File: src/rtl/wwrl_pkg.sv
// ----------------------------------------------------------------------------
// wwrl_pkg
// Shared types and codes of the wound-wait row lock manager.
// ----------------------------------------------------------------------------
package wwrl_pkg;

    localparam int SLOT_W  = 4;
    localparam int STAMP_W = 64;
    localparam int MASK_W  = 16;
    localparam int EV_W    = 3;

    typedef logic [SLOT_W-1:0] t_slot;

    // Result event codes.
    typedef enum logic [EV_W-1:0] {
        EV_WOUND   = 3'd0,
        EV_PROMOTE = 3'd1,
        EV_GRANT   = 3'd2,
        EV_WAIT    = 3'd3,
        EV_DONE    = 3'd4
    } t_event;

    // Per-slot entry status.
    typedef enum logic [1:0] {
        ST_DROPPED = 2'd0,
        ST_OWNER   = 2'd1,
        ST_WAITER  = 2'd2
    } t_status;

    // Mode held on the row.
    typedef enum logic [1:0] {
        HELD_NONE   = 2'd0,
        HELD_SHARED = 2'd1,
        HELD_EXCL   = 2'd2
    } t_held;

    // Datapath operations.
    typedef enum logic [3:0] {
        OP_NONE,
        OP_LOAD,
        OP_GRANT,
        OP_OREM,
        OP_WREM,
        OP_DROP,
        OP_WOUND,
        OP_SETENT,
        OP_INSERT,
        OP_PROMOTE,
        OP_FINAL
    } t_op;

    // Controller states.
    typedef enum logic [3:0] {
        S_IDLE,
        S_DISP,
        S_ROWN,
        S_RWAIT,
        S_GRANT,
        S_WRD,
        S_WCMP,
        S_SETENT,
        S_IRD,
        S_ICMP,
        S_IPUT,
        S_PROMO,
        S_FIN4,
        S_FINA
    } t_state;

    typedef struct packed {
        t_op    op;
        logic   idx_clr;
        logic   idx_inc;
        logic   rd_waiter;
        t_event fin_ev;
    } t_cmd;

    typedef struct packed {
        logic    oor;
        logic    kind;
        t_status slot_stat;
        logic    owner_zero;
        logic    idx_end_own;
        logic    idx_end_wait;
        logic    own_hit;
        logic    wait_hit;
        logic    wound_hit;
        logic    wound_blocked;
        logic    ins_after;
        logic    can_promote;
        logic    out_free;
        logic    slot_owner;
        logic    held_none;
    } t_stat;

endpackage

File: src/rtl/wwrl_if.sv
// ----------------------------------------------------------------------------
// wwrl_if
// Request and result channels of the row lock manager.
// ----------------------------------------------------------------------------
interface wwrl_req_if;
    import wwrl_pkg::*;
    logic                valid;
    logic                ready;
    logic                kind;
    t_slot               slot;
    logic [STAMP_W-1:0]  stamp;
    logic                mode;
    logic [MASK_W-1:0]   unwoundable_mask;
    modport source (output valid, kind, slot, stamp, mode, unwoundable_mask, input ready);
    modport sink   (input valid, kind, slot, stamp, mode, unwoundable_mask, output ready);
endinterface

interface wwrl_res_if;
    import wwrl_pkg::*;
    logic            valid;
    logic            ready;
    logic [EV_W-1:0] event_res;
    t_slot           target;
    logic            last;
    modport source (output valid, event_res, target, last, input ready);
    modport sink   (input valid, event_res, target, last, output ready);
endinterface

File: src/rtl/wwrl_ram.sv
// ----------------------------------------------------------------------------
// wwrl_ram
// Generic one-write, one-read RAM with registered read data.
// ----------------------------------------------------------------------------
module wwrl_ram #(
    parameter int W = 64,
    parameter int D = 16
) (
    input  logic                 i_clk,
    input  logic                 i_we,
    input  logic [$clog2(D)-1:0] i_waddr,
    input  logic [W-1:0]         i_wdata,
    input  logic [$clog2(D)-1:0] i_raddr,
    output logic [W-1:0]         o_rdata
);
    logic [W-1:0] r_mem [D];
    logic [W-1:0] r_rdata;

    // Write port and registered read port.
    always_ff @(posedge i_clk) begin
        if (i_we) begin
            r_mem[i_waddr] <= i_wdata;
        end
        r_rdata <= r_mem[i_raddr];
    end

    assign o_rdata = r_rdata;
endmodule

File: src/rtl/wwrl_ctrl.sv
// ----------------------------------------------------------------------------
// wwrl_ctrl
// Sequencer of the lock manager: walks owner and waiter lists per request.
// ----------------------------------------------------------------------------
module wwrl_ctrl (
    input  logic            i_clk,
    input  logic            i_rst_n,
    input  logic            i_in_valid,
    output logic            o_in_ready,
    input  wwrl_pkg::t_stat i_stat,
    output wwrl_pkg::t_cmd  o_cmd
);
    import wwrl_pkg::*;

    t_state r_state, n_state;

    // State register.
    always_ff @(posedge i_clk) begin
        if (!i_rst_n) begin
            r_state <= S_IDLE;
        end else begin
            r_state <= n_state;
        end
    end

    // Next state and commands.
    always_comb begin
        n_state         = r_state;
        o_cmd.op        = OP_NONE;
        o_cmd.idx_clr   = 1'b0;
        o_cmd.idx_inc   = 1'b0;
        o_cmd.rd_waiter = 1'b0;
        o_cmd.fin_ev    = EV_DONE;
        o_in_ready      = 1'b0;
        case (r_state)
            S_IDLE: begin
                o_in_ready = 1'b1;
                if (i_in_valid) begin
                    o_cmd.op = OP_LOAD;
                    n_state  = S_DISP;
                end
            end
            S_DISP: begin
                o_cmd.idx_clr = 1'b1;
                if (i_stat.oor) begin
                    n_state = S_FIN4;
                end else if (i_stat.kind) begin
                    if (i_stat.slot_stat == ST_OWNER) begin
                        n_state = S_ROWN;
                    end else if (i_stat.slot_stat == ST_WAITER) begin
                        n_state = S_RWAIT;
                    end else begin
                        o_cmd.op = OP_DROP;
                        n_state  = S_PROMO;
                    end
                end else if (i_stat.slot_stat != ST_DROPPED) begin
                    n_state = S_FIN4;
                end else if (i_stat.owner_zero) begin
                    n_state = S_GRANT;
                end else begin
                    n_state = S_WRD;
                end
            end
            S_ROWN: begin
                if (i_stat.idx_end_own) begin
                    o_cmd.op = OP_DROP;
                    n_state  = S_PROMO;
                end else if (i_stat.own_hit) begin
                    o_cmd.op = OP_OREM;
                    n_state  = S_PROMO;
                end else begin
                    o_cmd.idx_inc = 1'b1;
                end
            end
            S_RWAIT: begin
                if (i_stat.idx_end_wait) begin
                    o_cmd.op = OP_DROP;
                    n_state  = S_PROMO;
                end else if (i_stat.wait_hit) begin
                    o_cmd.op = OP_WREM;
                    n_state  = S_PROMO;
                end else begin
                    o_cmd.idx_inc = 1'b1;
                end
            end
            S_GRANT: begin
                if (i_stat.out_free) begin
                    o_cmd.op = OP_GRANT;
                    n_state  = S_IDLE;
                end
            end
            // The stamp read of the current owner is under way.
            S_WRD: begin
                n_state = i_stat.idx_end_own ? S_SETENT : S_WCMP;
            end
            S_WCMP: begin
                if (i_stat.wound_hit) begin
                    if (i_stat.wound_blocked) begin
                        n_state = S_FIN4;
                    end else if (i_stat.out_free) begin
                        o_cmd.op = OP_WOUND;
                        n_state  = S_WRD;
                    end
                end else begin
                    o_cmd.idx_inc = 1'b1;
                    n_state       = S_WRD;
                end
            end
            S_SETENT: begin
                o_cmd.op        = OP_SETENT;
                o_cmd.idx_clr   = 1'b1;
                o_cmd.rd_waiter = 1'b1;
                n_state         = S_IRD;
            end
            S_IRD: begin
                o_cmd.rd_waiter = 1'b1;
                n_state = i_stat.idx_end_wait ? S_IPUT : S_ICMP;
            end
            S_ICMP: begin
                o_cmd.rd_waiter = 1'b1;
                if (i_stat.ins_after) begin
                    o_cmd.idx_inc = 1'b1;
                    n_state       = S_IRD;
                end else begin
                    n_state = S_IPUT;
                end
            end
            S_IPUT: begin
                o_cmd.op = OP_INSERT;
                n_state  = S_PROMO;
            end
            S_PROMO: begin
                if (i_stat.can_promote) begin
                    if (i_stat.out_free) begin
                        o_cmd.op = OP_PROMOTE;
                    end
                end else begin
                    n_state = i_stat.kind ? S_FIN4 : S_FINA;
                end
            end
            S_FIN4: begin
                if (i_stat.out_free) begin
                    o_cmd.op     = OP_FINAL;
                    o_cmd.fin_ev = EV_DONE;
                    n_state      = S_IDLE;
                end
            end
            S_FINA: begin
                if (i_stat.out_free) begin
                    o_cmd.op     = OP_FINAL;
                    o_cmd.fin_ev = i_stat.slot_owner ? EV_GRANT : EV_WAIT;
                    n_state      = S_IDLE;
                end
            end
            default: begin
                n_state = S_IDLE;
            end
        endcase
    end
endmodule

File: src/rtl/wwrl_dpath.sv
// ----------------------------------------------------------------------------
// wwrl_dpath
// Lock state, owner stack, waiter queue, stamp RAM and result register.
// ----------------------------------------------------------------------------
module wwrl_dpath #(
    parameter int SLOTS = 16
) (
    input  logic                         i_clk,
    input  logic                         i_rst_n,
    input  wwrl_pkg::t_cmd               i_cmd,
    output wwrl_pkg::t_stat              o_stat,
    input  logic                         i_kind,
    input  wwrl_pkg::t_slot              i_slot,
    input  logic [wwrl_pkg::STAMP_W-1:0] i_stamp,
    input  logic                         i_mode,
    input  logic [wwrl_pkg::MASK_W-1:0]  i_mask,
    input  logic                         i_out_ready,
    output logic                         o_out_valid,
    output logic [wwrl_pkg::EV_W-1:0]    o_event_res,
    output wwrl_pkg::t_slot              o_target,
    output logic                         o_last
);
    import wwrl_pkg::*;

    localparam int IW = $clog2(SLOTS);
    localparam int CW = $clog2(SLOTS + 1);

    // Request registers.
    logic               r_kind, n_kind;
    t_slot              r_slot, n_slot;
    logic [STAMP_W-1:0] r_stamp, n_stamp;
    logic               r_mode, n_mode;
    logic [MASK_W-1:0]  r_mask, n_mask;

    // Lock state.
    t_status            r_status [SLOTS];
    t_status            n_status [SLOTS];
    logic [SLOTS-1:0]   r_emode, n_emode;
    t_slot              r_owner  [SLOTS];
    t_slot              n_owner  [SLOTS];
    t_slot              r_waiter [SLOTS];
    t_slot              n_waiter [SLOTS];
    logic [CW-1:0]      r_ocnt, n_ocnt;
    logic [CW-1:0]      r_wcnt, n_wcnt;
    t_held              r_held, n_held;
    logic [CW-1:0]      r_idx, n_idx;

    // Result register.
    logic               r_ov, n_ov;
    t_event             r_oev, n_oev;
    t_slot              r_otgt, n_otgt;
    logic               r_olast, n_olast;

    logic [IW-1:0]      s_ix, idx_ix, e_ix, h_ix, o0_ix, raddr;
    t_slot              cur_owner, cur_waiter, head;
    logic               we;
    logic [STAMP_W-1:0] rdata;
    logic               conflict;

    assign s_ix       = IW'(r_slot);
    assign idx_ix     = r_idx[IW-1:0];
    assign cur_owner  = r_owner[idx_ix];
    assign cur_waiter = r_waiter[idx_ix];
    assign head       = r_waiter[0];
    assign e_ix       = IW'(cur_owner);
    assign h_ix       = IW'(head);
    assign o0_ix      = IW'(r_owner[0]);
    assign raddr      = IW'(i_cmd.rd_waiter ? cur_waiter : cur_owner);
    assign we         = (i_cmd.op == OP_GRANT) || (i_cmd.op == OP_SETENT);

    // Entry timestamps.
    wwrl_ram #(.W(STAMP_W), .D(SLOTS)) u_stamp_ram (
        .i_clk   (i_clk),
        .i_we    (we),
        .i_waddr (s_ix),
        .i_wdata (r_stamp),
        .i_raddr (raddr),
        .o_rdata (rdata)
    );

    // Status toward the controller.
    assign conflict = (r_held != HELD_NONE) && ((r_held == HELD_EXCL) || r_mode);
    always_comb begin
        o_stat.oor           = 32'(r_slot) >= SLOTS;
        o_stat.kind          = r_kind;
        o_stat.slot_stat     = r_status[s_ix];
        o_stat.owner_zero    = r_ocnt == '0;
        o_stat.idx_end_own   = r_idx >= r_ocnt;
        o_stat.idx_end_wait  = r_idx >= r_wcnt;
        o_stat.own_hit       = cur_owner == r_slot;
        o_stat.wait_hit      = cur_waiter == r_slot;
        o_stat.wound_hit     = (rdata > r_stamp) && conflict;
        o_stat.wound_blocked = r_mask[cur_owner];
        o_stat.ins_after     = r_stamp > rdata;
        o_stat.can_promote   = (r_wcnt != '0) &&
                               ((r_ocnt == '0) || !(r_emode[o0_ix] || r_emode[h_ix]));
        o_stat.out_free      = !r_ov || i_out_ready;
        o_stat.slot_owner    = r_status[s_ix] == ST_OWNER;
        o_stat.held_none     = r_held == HELD_NONE;
    end

    // Next-state logic for every operation.
    always_comb begin
        n_kind   = r_kind;
        n_slot   = r_slot;
        n_stamp  = r_stamp;
        n_mode   = r_mode;
        n_mask   = r_mask;
        n_status = r_status;
        n_emode  = r_emode;
        n_owner  = r_owner;
        n_waiter = r_waiter;
        n_ocnt   = r_ocnt;
        n_wcnt   = r_wcnt;
        n_held   = r_held;
        n_oev    = r_oev;
        n_otgt   = r_otgt;
        n_olast  = r_olast;
        n_ov     = r_ov && !i_out_ready;
        case (i_cmd.op)
            OP_LOAD: begin
                n_kind  = i_kind;
                n_slot  = i_slot;
                n_stamp = i_stamp;
                n_mode  = i_mode;
                n_mask  = i_mask;
            end
            OP_GRANT: begin
                n_emode[s_ix]  = r_mode;
                n_owner[0]     = r_slot;
                n_ocnt         = CW'(1);
                n_status[s_ix] = ST_OWNER;
                n_held         = r_mode ? HELD_EXCL : HELD_SHARED;
                n_ov           = 1'b1;
                n_oev          = EV_GRANT;
                n_otgt         = r_slot;
                n_olast        = 1'b1;
            end
            OP_OREM, OP_WOUND: begin
                for (int k = 0; k + 1 < SLOTS; k++) begin
                    if (k >= int'(r_idx)) begin
                        n_owner[k] = r_owner[k+1];
                    end
                end
                n_ocnt = r_ocnt - CW'(1);
                if (r_ocnt == CW'(1)) begin
                    n_held = HELD_NONE;
                end
                if (i_cmd.op == OP_WOUND) begin
                    n_status[e_ix] = ST_DROPPED;
                    n_ov           = 1'b1;
                    n_oev          = EV_WOUND;
                    n_otgt         = cur_owner;
                    n_olast        = 1'b0;
                end else begin
                    n_status[s_ix] = ST_DROPPED;
                end
            end
            OP_WREM: begin
                for (int k = 0; k + 1 < SLOTS; k++) begin
                    if (k >= int'(r_idx)) begin
                        n_waiter[k] = r_waiter[k+1];
                    end
                end
                n_wcnt         = r_wcnt - CW'(1);
                n_status[s_ix] = ST_DROPPED;
            end
            OP_DROP: begin
                n_status[s_ix] = ST_DROPPED;
            end
            OP_SETENT: begin
                n_emode[s_ix] = r_mode;
            end
            OP_INSERT: begin
                for (int k = 1; k < SLOTS; k++) begin
                    if (k > int'(r_idx)) begin
                        n_waiter[k] = r_waiter[k-1];
                    end
                end
                n_waiter[idx_ix] = r_slot;
                n_wcnt           = r_wcnt + CW'(1);
                n_status[s_ix]   = ST_WAITER;
            end
            OP_PROMOTE: begin
                for (int k = 0; k + 1 < SLOTS; k++) begin
                    n_waiter[k] = r_waiter[k+1];
                end
                for (int k = 1; k < SLOTS; k++) begin
                    n_owner[k] = r_owner[k-1];
                end
                n_owner[0]     = head;
                n_wcnt         = r_wcnt - CW'(1);
                n_ocnt         = r_ocnt + CW'(1);
                n_status[h_ix] = ST_OWNER;
                n_held         = r_emode[h_ix] ? HELD_EXCL : HELD_SHARED;
                n_ov           = 1'b1;
                n_oev          = EV_PROMOTE;
                n_otgt         = head;
                n_olast        = 1'b0;
            end
            OP_FINAL: begin
                n_ov    = 1'b1;
                n_oev   = i_cmd.fin_ev;
                n_otgt  = r_slot;
                n_olast = 1'b1;
            end
            default: begin
            end
        endcase
        n_idx = r_idx;
        if (i_cmd.idx_clr) begin
            n_idx = '0;
        end else if (i_cmd.idx_inc) begin
            n_idx = r_idx + CW'(1);
        end
    end

    // Control registers.
    always_ff @(posedge i_clk) begin
        if (!i_rst_n) begin
            for (int k = 0; k < SLOTS; k++) begin
                r_status[k] <= ST_DROPPED;
            end
            r_emode <= '0;
            r_ocnt  <= '0;
            r_wcnt  <= '0;
            r_held  <= HELD_NONE;
            r_idx   <= '0;
            r_ov    <= 1'b0;
        end else begin
            r_status <= n_status;
            r_emode  <= n_emode;
            r_ocnt   <= n_ocnt;
            r_wcnt   <= n_wcnt;
            r_held   <= n_held;
            r_idx    <= n_idx;
            r_ov     <= n_ov;
        end
    end

    // Payload registers.
    always_ff @(posedge i_clk) begin
        r_kind   <= n_kind;
        r_slot   <= n_slot;
        r_stamp  <= n_stamp;
        r_mode   <= n_mode;
        r_mask   <= n_mask;
        r_owner  <= n_owner;
        r_waiter <= n_waiter;
        r_oev    <= n_oev;
        r_otgt   <= n_otgt;
        r_olast  <= n_olast;
    end

    assign o_out_valid = r_ov;
    assign o_event_res = r_oev;
    assign o_target    = r_otgt;
    assign o_last      = r_olast;
endmodule

File: src/rtl/wound_wait_row_lock.sv
// ----------------------------------------------------------------------------
// wound_wait_row_lock
// Wound-wait lock manager for one row: grants, wounds, queues and promotes.
// ----------------------------------------------------------------------------
//  channel  dir  handshake      payload
//  i_req    in   valid/ready    kind, slot, stamp, mode, unwoundable_mask
//  o_res    out  valid/ready    event_res, target, last
//
// One request is in work at a time. A queued acquire walks the owners in the
// wound walk, passes waiters in the queue insertion and then promotes; a
// release scans the entries before its own and then promotes.
// Synchronous active-low reset clears all entries; no clearing pass is needed.
// A stalled result beat stalls the walk until it is taken.
// ----------------------------------------------------------------------------
module wound_wait_row_lock #(
    parameter int SLOTS = 16
) (
    input  logic        i_clk,
    input  logic        i_rst_n,
    wwrl_req_if.sink    i_req,
    wwrl_res_if.source  o_res
);
    import wwrl_pkg::*;

    t_cmd  cmd;
    t_stat stat;

    wwrl_ctrl u_ctrl (
        .i_clk      (i_clk),
        .i_rst_n    (i_rst_n),
        .i_in_valid (i_req.valid),
        .o_in_ready (i_req.ready),
        .i_stat     (stat),
        .o_cmd      (cmd)
    );

    wwrl_dpath #(.SLOTS(SLOTS)) u_dpath (
        .i_clk       (i_clk),
        .i_rst_n     (i_rst_n),
        .i_cmd       (cmd),
        .o_stat      (stat),
        .i_kind      (i_req.kind),
        .i_slot      (i_req.slot),
        .i_stamp     (i_req.stamp),
        .i_mode      (i_req.mode),
        .i_mask      (i_req.unwoundable_mask),
        .i_out_ready (o_res.ready),
        .o_out_valid (o_res.valid),
        .o_event_res (o_res.event_res),
        .o_target    (o_res.target),
        .o_last      (o_res.last)
    );

    // A result is never written over a beat that is still waiting.
    a_emit_free: assert property (@(posedge i_clk) disable iff (!i_rst_n)
        (cmd.op == OP_GRANT || cmd.op == OP_WOUND || cmd.op == OP_PROMOTE ||
         cmd.op == OP_FINAL) |-> stat.out_free)
        else $error("result emitted while output register busy");

    // Only one request is taken at a time.
    a_one_item: assert property (@(posedge i_clk) disable iff (!i_rst_n)
        (i_req.valid && i_req.ready) |=> !i_req.ready)
        else $error("request accepted while another is in work");

    // The held mode is none exactly when there are no owners.
    a_held_cnt: assert property (@(posedge i_clk) disable iff (!i_rst_n)
        stat.owner_zero == stat.held_none)
        else $error("held mode disagrees with owner count");
endmodule

File: src/flat_wrapper.sv
// flat-port wrapper written by rule: the top's interface ports become plain ports
module wound_wait_row_lock_flat import wwrl_pkg::*;
#(
    parameter int SLOTS = 16
)
  (i_clk, i_rst_n, i_req_valid, i_req_kind, i_req_slot, i_req_stamp, i_req_mode, i_req_unwoundable_mask, i_req_ready, o_res_valid, o_res_event_res, o_res_target, o_res_last, o_res_ready);
  wwrl_req_if i_req_i ();
  wwrl_res_if o_res_i ();
  input  logic i_clk;
  input  logic i_rst_n;
  input wire logic [$bits(i_req_i.valid)-1:0] i_req_valid;
  input wire logic [$bits(i_req_i.kind)-1:0] i_req_kind;
  input wire logic [$bits(i_req_i.slot)-1:0] i_req_slot;
  input wire logic [$bits(i_req_i.stamp)-1:0] i_req_stamp;
  input wire logic [$bits(i_req_i.mode)-1:0] i_req_mode;
  input wire logic [$bits(i_req_i.unwoundable_mask)-1:0] i_req_unwoundable_mask;
  output wire logic [$bits(i_req_i.ready)-1:0] i_req_ready;
  output wire logic [$bits(o_res_i.valid)-1:0] o_res_valid;
  output wire logic [$bits(o_res_i.event_res)-1:0] o_res_event_res;
  output wire logic [$bits(o_res_i.target)-1:0] o_res_target;
  output wire logic [$bits(o_res_i.last)-1:0] o_res_last;
  input wire logic [$bits(o_res_i.ready)-1:0] o_res_ready;
  assign i_req_i.valid = i_req_valid;
  assign i_req_i.kind = i_req_kind;
  assign i_req_i.slot = i_req_slot;
  assign i_req_i.stamp = i_req_stamp;
  assign i_req_i.mode = i_req_mode;
  assign i_req_i.unwoundable_mask = i_req_unwoundable_mask;
  assign i_req_ready = i_req_i.ready;
  assign o_res_valid = o_res_i.valid;
  assign o_res_event_res = o_res_i.event_res;
  assign o_res_target = o_res_i.target;
  assign o_res_last = o_res_i.last;
  assign o_res_i.ready = o_res_ready;
  wound_wait_row_lock #(.SLOTS(SLOTS)) u_core (.i_clk(i_clk), .i_rst_n(i_rst_n), .i_req(i_req_i), .o_res(o_res_i));
endmodule
File: config.mk
export PLATFORM = sky130hd
export DESIGN_NAME = wound_wait_row_lock_flat
export DESIGN_NICKNAME = d
export VERILOG_FILES = /design/src/rtl/wwrl_pkg.sv /design/src/rtl/wwrl_if.sv /design/src/rtl/wwrl_ram.sv /design/src/rtl/wwrl_ctrl.sv /design/src/rtl/wwrl_dpath.sv /design/src/rtl/wound_wait_row_lock.sv /design/src/flat_wrapper.sv
export SDC_FILE = /design/constraint.sdc
export NUM_CORES = 2
export LEC_CHECK = 0
export BUFFER_PORTS_ARGS = -buffer_cell sky130_fd_sc_hd__buf_2
export CAP_MARGIN = 20
export CORE_MARGIN = 2
export CORE_UTILIZATION = 65
export DETAILED_ROUTE_END_ITERATION = 16
export GPL_ROUTABILITY_DRIVEN = 0
export PLACE_DENSITY = 0.81
export RECOVER_POWER = 50
export SLEW_MARGIN = 20
export SYNTH_ARGS = -nofsm -noshare
export SYNTH_HDL_FRONTEND = slang
export SYNTH_SLANG_ARGS = --single-unit
File: constraint.sdc
create_clock -name i_clk -period 11.86 [get_ports i_clk]
set_input_delay 0 -clock i_clk [delete_from_list [all_inputs] [get_ports i_clk]]
set_output_delay 0 -clock i_clk [all_outputs]
set_load 0.005 [all_outputs]
Yosys cells after proc, flatten, opt, wreduce, memory -nomap -nowiden
Memories as Yosys holds them, arrays and structs flattened. A register that Yosys moved wholly into a read port is not among the register bits.
Index checks and enable logic that the tools add are counted.
W data, S select, Z words.
- add/subtract/negate cells: 5
- bitwise operators: 18
- reduce and logical (&&, ||, !) cells: 74
- equal/unequal tests: 67
- magnitude comparators: 47
- muxes and demuxes: 158
- operators by type and width (operator ; number):
    $mux W4 ; 84
    $pmux W60 S3 ; 1
    $pmux W32 S5 ; 1
    $gt A64 B64 Y1 ; 2
    $pmux W56 S2 ; 1
    $ne A2 B2 Y1 const B ; 34
    $reduce_and A2 Y1 ; 33
    $and A32 B32 Y32 ; 2
    $bwmux W64 ; 1
    $not A32 Y32 ; 2
    $and A16 B16 Y16 ; 3
    $not A16 Y16 ; 3
    $or A16 B16 Y16 ; 3
    $pmux W4 S12 ; 1
    $gt A4 B5 Y1 const A ; 8
    $pmux W4 S10 ; 1
    $eq A4 B4 Y1 const B ; 9
    $mux W3 ; 12
    $ge A4 B5 Y1 const A ; 7
    $bmux W4 S4 ; 2
    $eq A4 B3 Y1 const B ; 8
    $mux W32 ; 1
    $demux W2 S4 ; 3
    $mux W2 ; 12
    50 further kinds ; 135
- bits in registers: 292
- output and inout bits: 10
- logic and storage cells: 433
- memories: 1
- RAM bits: 1024
- bits of input ports: 90
- memories (memory ; words ; bits a word ; read ports ; clocked after memory_dff ; write ports ; line ; source):
    u_core.u_dpath.u_stamp_ram.r_mem ; 16 ; 64 ; 1 ; 1 ; 1 ; wwrl_ram.sv:16 ; logic [W-1:0] r_mem [D];

Logic depth before layout (Yosys ltp)
- depth in word-level cells: 13
- depth in mapped cells: 21
- gate-level depth less buffers: 17

Modules after synthesis
From an unflattened synthesis, not the netlist that was laid out.
- cells, all modules: 3638
- area total of the unflattened synthesis: 57873.0 um^2
- by module, submodules not included (module ; area an instance (um^2) ; sequential area each (um^2) ; cells each ; times used):
    wwrl_ram ; 39581.7 ; 32030.7 ; 1647 ; 1
    wwrl_dpath ; 17520.6 ; 7987.7 ; 1880 ; 1
    wwrl_ctrl ; 770.7 ; 80.1 ; 111 ; 1

Worst setup path before layout
Ideal clock, no wire load.
- path kind: register -> register
- from: register u_core.u_ctrl.r_state[0]
- to: register u_core.u_dpath.r_wcnt[4]
- arrival: 4.729 ns
- stages on the path, launching flop included: 12
- library setup time: 0.106 ns
- setup slack: 7.025 ns
- cell sequence: dfxtp_1 -> clkbuf_1 -> nor4_1 -> and2_1 -> a211oi_1 -> nand2_1 -> nand2_1 -> fa_1 -> a21o_1 -> a21o_1 -> a2111o_1 -> o311ai_0
- cells in the longest elaborated chain, start to end: 6
- RTL lines (item ; line ; source):
    start, declared ; wwrl_ctrl.sv:15 ; t_state r_state, n_state;
    start signal, assigned ; wwrl_ctrl.sv:22 ; r_state <= n_state;
    $eq A4 B4 Y1 ; wwrl_ctrl.sv:35 ; case (r_state)
    $reduce_or A2 Y1 (no source line) ; n/a ;
    $pmux W4 S10 (*) ; wwrl_ctrl.sv:35 ;
    $eq A4 B4 Y1 or $eq A4 B3 Y1 (tied branches) ; wwrl_dpath.sv:120 ; case (i_cmd.op)
    $reduce_or A2 Y1 (no source line) ; n/a ;
    $pmux W5 S2 or $reduce_bool A2 Y1 (tied branches) ; n/a ;
    end signal, assigned ; wwrl_dpath.sv:234 ; r_wcnt <= n_wcnt;
    end, declared ; wwrl_dpath.sv:44 ; logic [CW-1:0] r_wcnt, n_wcnt;
Mark *: on every way between the ends. The rest lies on a longest branch, timed or not.
A chain may end at the register's enable or synchronous reset.

Worst setup path in the final report
- from: register u_core.u_ctrl.r_state[1]
- to: register u_core.u_dpath.r_waiter[53] (netlist bit), enable pin
- cells in the longest elaborated chain, start to end: 6
- RTL lines (item ; line ; source):
    $eq A4 B4 Y1 ; wwrl_ctrl.sv:35 ;
    $reduce_or A2 Y1 (no source line) ; n/a ;
    $pmux W4 S10 (*) ; wwrl_ctrl.sv:35 ;
    $eq A4 B3 Y1 or $eq A4 B4 Y1 (tied branches) ; wwrl_dpath.sv:120 ;
    $ne A2 B2 Y1 (no source line) or $reduce_bool A3 Y1 (tied branches) ; n/a ;
    $reduce_and A2 Y1 (no source line) (*) ; n/a ;
    end signal, assigned ; wwrl_dpath.sv:249 ; r_waiter <= n_waiter;
    end, declared ; wwrl_dpath.sv:41 ; t_slot r_waiter [SLOTS];
Marks and branches as above.

==> run_summary.xml <==
<?xml version="1.0" encoding="UTF-8"?>
<metrics>
  <group name="global_route">
    <metric name="grt-ovfl-total" unit="">0</metric>
    <metric name="vias_in_the_first_global_route" unit="">40400</metric>
    <metric name="grt_pass1_wl" unit="um">234000</metric>
    <metric name="pin_count_of_the_biggest_net_entering_global_routing" unit="">234</metric>
    <metric name="antenna_violations_before_repair" unit="">6</metric>
    <metric name="gr-usage-all-layers" unit="%">32.7</metric>
  </group>
  <group name="sta">
    <metric name="final-setup-viol-count" unit="">0</metric>
    <metric name="slew-limit-headroom" unit="%">-224</metric>
    <metric name="fin_worst_hold_slack" unit="ns">0.0914</metric>
    <metric name="grt_setup_unrepaired" unit="">false</metric>
    <metric name="finalSetupTns" unit="ns">0</metric>
    <metric name="timing_hold_violations_final" unit="">0</metric>
    <metric name="clock-skew-final" unit="ns">0.0360</metric>
    <metric name="finalCritPeriodShare" unit="%">56.4</metric>
    <metric name="tightestPinTransition" unit="ns">4.85</metric>
    <metric name="fmax" unit="MHz">150</metric>
    <metric name="worst_slack" unit="ns">5.17</metric>
    <metric name="period_needed" unit="ns">6.69</metric>
    <metric name="maxSlewViolCount" unit="">372</metric>
  </group>
  <group name="clock_tree">
    <metric name="clk_transition_reported_paths" unit="ns">0.06</metric>
    <metric name="cts.path.max_buffers" unit="">3</metric>
    <metric name="clock_tree.htree_level_count" unit="">4</metric>
    <metric name="tritoncts" unit="">built</metric>
    <metric name="clk-insertion-delay-late" unit="ns">0.76</metric>
    <metric name="post-cts-setup-buffers" unit="">0</metric>
    <metric name="cts_inserted_buffers" unit="">138</metric>
    <metric name="cts-root-buf" unit="">clkbuf_16</metric>
    <metric name="numClockSinks" unit="">1380</metric>
  </group>
  <group name="placement">
    <metric name="placed_cells_incl_taps" unit="">5772</metric>
    <metric name="place_worst_setup_slack" unit="ns">5.76</metric>
    <metric name="dpl.hpwl" unit="um">82500</metric>
    <metric name="port_buffers" unit="">99</metric>
    <metric name="placement.cell_area" unit="sq um">61000</metric>
  </group>
  <group name="routing">
    <metric name="route.vias.total" unit="">41800</metric>
    <metric name="dr.pass1.iters" unit="">8</metric>
    <metric name="detail_route.iter0.violations" unit="">6852</metric>
    <metric name="ant_nets" unit="">0</metric>
    <metric name="avgViaCountPerCell" unit="">6.75</metric>
    <metric name="drt_drc_violations_left" unit="">0</metric>
    <metric name="detail_route.wl_per_cell" unit="um">25.2</metric>
    <metric name="routed_wirelength" unit="um">156000</metric>
  </group>
  <group name="critical_path">
    <metric name="critical_path.cell_chain" unit="">nand2b_1, nor2_4, clkbuf_1, a31oi_1, o21ai_0</metric>
    <metric name="cp_slowest_cell" unit="">clkbuf_1</metric>
    <metric name="crit_path_end_kind" unit="">flop</metric>
    <metric name="critical-path-max-stage-delay" unit="ns">3.36</metric>
    <metric name="worst-setup-path-type" unit="">flop to flop</metric>
    <metric name="critical_path_arrival" unit="ns">7.08</metric>
    <metric name="critical_path_peak_fanout" unit="">114</metric>
    <metric name="setup_crit_start_kind" unit="">flop</metric>
    <metric name="worst_ep_required_time" unit="ns">12.25</metric>
  </group>
  <group name="logic_synthesis">
    <metric name="synth.most_common_cell" unit="">edfxtp_1</metric>
    <metric name="synthTopCellsByArea" unit="">edfxtp_1 63%, nand2_1 5.3%, dfxtp_1 4.5%</metric>
    <metric name="ys_types" unit="">82</metric>
    <metric name="syn_nets" unit="">4947</metric>
    <metric name="synth.avg_cell_area" unit="sq um">12.5</metric>
    <metric name="ys_async_sr_fraction" unit="%">0</metric>
    <metric name="postSynthCellCount" unit="">4770</metric>
    <metric name="netlist.area_leader.share" unit="%">62.7</metric>
    <metric name="postSynthRegisterBits" unit="">1380</metric>
    <metric name="netlist_area" unit="sq um">59700</metric>
    <metric name="synth_commonest_cells" unit="">1246 x edfxtp_1, 850 x nand2_1, 330 x a211oi_1</metric>
    <metric name="ys.flop_type" unit="">edfxtp_1</metric>
    <metric name="synth-edff-count" unit="">1246</metric>
    <metric name="synth.yosys.seq_area_share" unit="%">67.2</metric>
    <metric name="synth_top_area_cell" unit="">edfxtp_1</metric>
    <metric name="number_of_synthesis_warnings" unit="">0</metric>
  </group>
  <group name="layout">
    <metric name="fin_util" unit="%">73.1</metric>
    <metric name="fin_area" unit="sq um">66800</metric>
    <metric name="finish.cell_count_without_fillers" unit="">6183</metric>
    <metric name="fin_nets" unit="">5070</metric>
    <metric name="share_of_post_route_cells_with_drive_strength_above_1" unit="%">8.31</metric>
    <metric name="area_delta_synth_final" unit="%">11.9</metric>
  </group>
  <group name="power_and_ir_drop">
    <metric name="vdd_ir_drop_max" unit="uV">225</metric>
    <metric name="power.density_cell_area" unit="nW/um^2">238</metric>
    <metric name="leakage" unit="nW">22.9</metric>
    <metric name="total_power" unit="mW">15.9</metric>
  </group>
  <group name="run_status">
    <metric name="status" unit="">finished, violations left</metric>
    <metric name="violated_checks" unit="">capacitance limit, slew limit</metric>
  </group>
  <group name="die">
    <metric name="floorplan.core_area" unit="sq um">91400</metric>
    <metric name="die-height" unit="um">307</metric>
    <metric name="boundaryPins" unit="">100</metric>
    <metric name="die-area" unit="sq um">94300</metric>
    <metric name="die-width" unit="um">307</metric>
    <metric name="effective_utilization_at_floorplan" unit="%">65.3</metric>
    <metric name="num_rows" unit="">111</metric>
  </group>
  <group name="flow_run">
    <metric name="timing.max_cap.violations" unit="">13</metric>
  </group>
  <group name="hold_path">
    <metric name="worstHoldPathType" unit="">primary input to flop</metric>
  </group>
</metrics>
[kinds of logic (layout without fill, tap and decap cells)]
| family | after synthesis | count (layout) | synth area share, % |
|---|---|---|---|
| simple gates | 1568 | 1568 | 11.7 |
| flops | 1380 | 1380 | 67.2 |
| compound gates | 1191 | 1191 | 13.7 |
| buf+inv | 441 | 667 | 2.96 |
| mux | 93 | 93 | 2.40 |
| fa+ha+maj | 87 | 87 | 1.84 |
| xor+xnor | 10 | 10 | 0.159 |
| other cells | 0 | 1 | 0 |
[power breakdown]
group / internal [mW] / switching (mW) / total [mW] / leakage (nW)
Clock: 2.35 / 1.80 / 4.15 / 2.07
Sequential: 6.12 / 0.578 / 6.69 / 12.4
Combinational: 1.68 / 3.35 / 5.03 / 8.49
[cells in the final DEF (no fill, tap or decap), types with 86 or more instances in the layout]
cell type and count:
edfxtp_1 1246, nand2_1 849, a211oi_1 330, and2_1 255, nor2_1 225, a21oi_1 221, a31oi_1 189, dlygate4sd3_1 166
clkbuf_16 140, dfxtp_1 133, a311oi_1 132, o21ai_0 113, inv_1 97, ha_1 86
[path summary, 6_finish.rpt]
path                                               from                               endpoint  slack (ns)  cells after the start
hold reg to reg     u_core.u_dpath.r_owner[4]$_DFFE_PP_    u_core.u_dpath.r_owner[0]$_DFFE_PP_        0.49                      0
setup reg to reg  u_core.u_ctrl.r_state[1]$_SDFFE_PN0P_  u_core.u_dpath.r_waiter[53]$_DFFE_PP_        5.17                      5
setup / recovery  u_core.u_ctrl.r_state[1]$_SDFFE_PN0P_  u_core.u_dpath.r_waiter[53]$_DFFE_PP_        5.17                      5
hold / removal                          i_req_stamp[42]   u_core.u_dpath.r_stamp[42]$_DFFE_PN_        0.09                      2
[flip-flops by register name, indices dropped and copies added (netlist names)]
register,flops
u_core.u_dpath.u_stamp_ram.r_mem,1024
u_core.u_dpath.r_stamp,64
u_core.u_dpath.u_stamp_ram.o_rdata,64
u_core.u_dpath.r_owner,60
u_core.u_dpath.r_waiter,60
u_core.u_dpath.r_status,32
u_core.u_dpath.r_emode,16
u_core.u_dpath.r_mask,16
u_core.u_dpath.r_idx,5
u_core.u_dpath.r_ocnt,5
u_core.u_dpath.r_wcnt,5
u_core.u_ctrl.r_state,4
u_core.u_dpath.h_ix,4
u_core.u_dpath.o0_ix,4
u_core.u_dpath.o_target,4
u_core.u_dpath.r_slot,4
u_core.u_dpath.o_event_res,3
u_core.u_dpath.r_held,2
u_core.u_dpath.o_last,1
u_core.u_dpath.o_out_valid,1
u_core.u_dpath.r_kind,1
u_core.u_dpath.r_mode,1
[worst max-delay path: cells and delay by family (launching register included)]
kind / cells / cell delay [ns]
compound gates: 2 / 1.75
buf+inv: 1 / 3.36
flops: 1 / 0.71
simple gates: 2 / 0.48
[final cells by class]
| cell class | count | area, sq um |
|---|---|---|
| repair buffers | 325 | 2650 |
| diodes | 1 | 2.50 |
| multi-input cells | 2949 | 18000 |
| flip-flops and latches | 1380 | 40100 |
| clock buffers | 189 | 3790 |
| inverters | 99 | 372 |
| clock inverters | 54 | 447 |
| well taps | 1186 | 1480 |
| fillers | 5628 | 24600 |
[layer usage]
layer	up-vias	wire length (um)	GRT usage, %
met2	2786	72600	51.9
met1	20100	57700	43.9
met4	6	7380	15.0
li1	18200	-	-
met3	605	17900	6.81
met5	-	38	0
[repair_timing]
item | CTS | global route
hold buffers | 166 | 0
hold endpoints to repair | 142 | 0
resized for setup | 0 | 0
setup endpoints to repair | 0 | 0
Power figures use the tool's default switching activity.
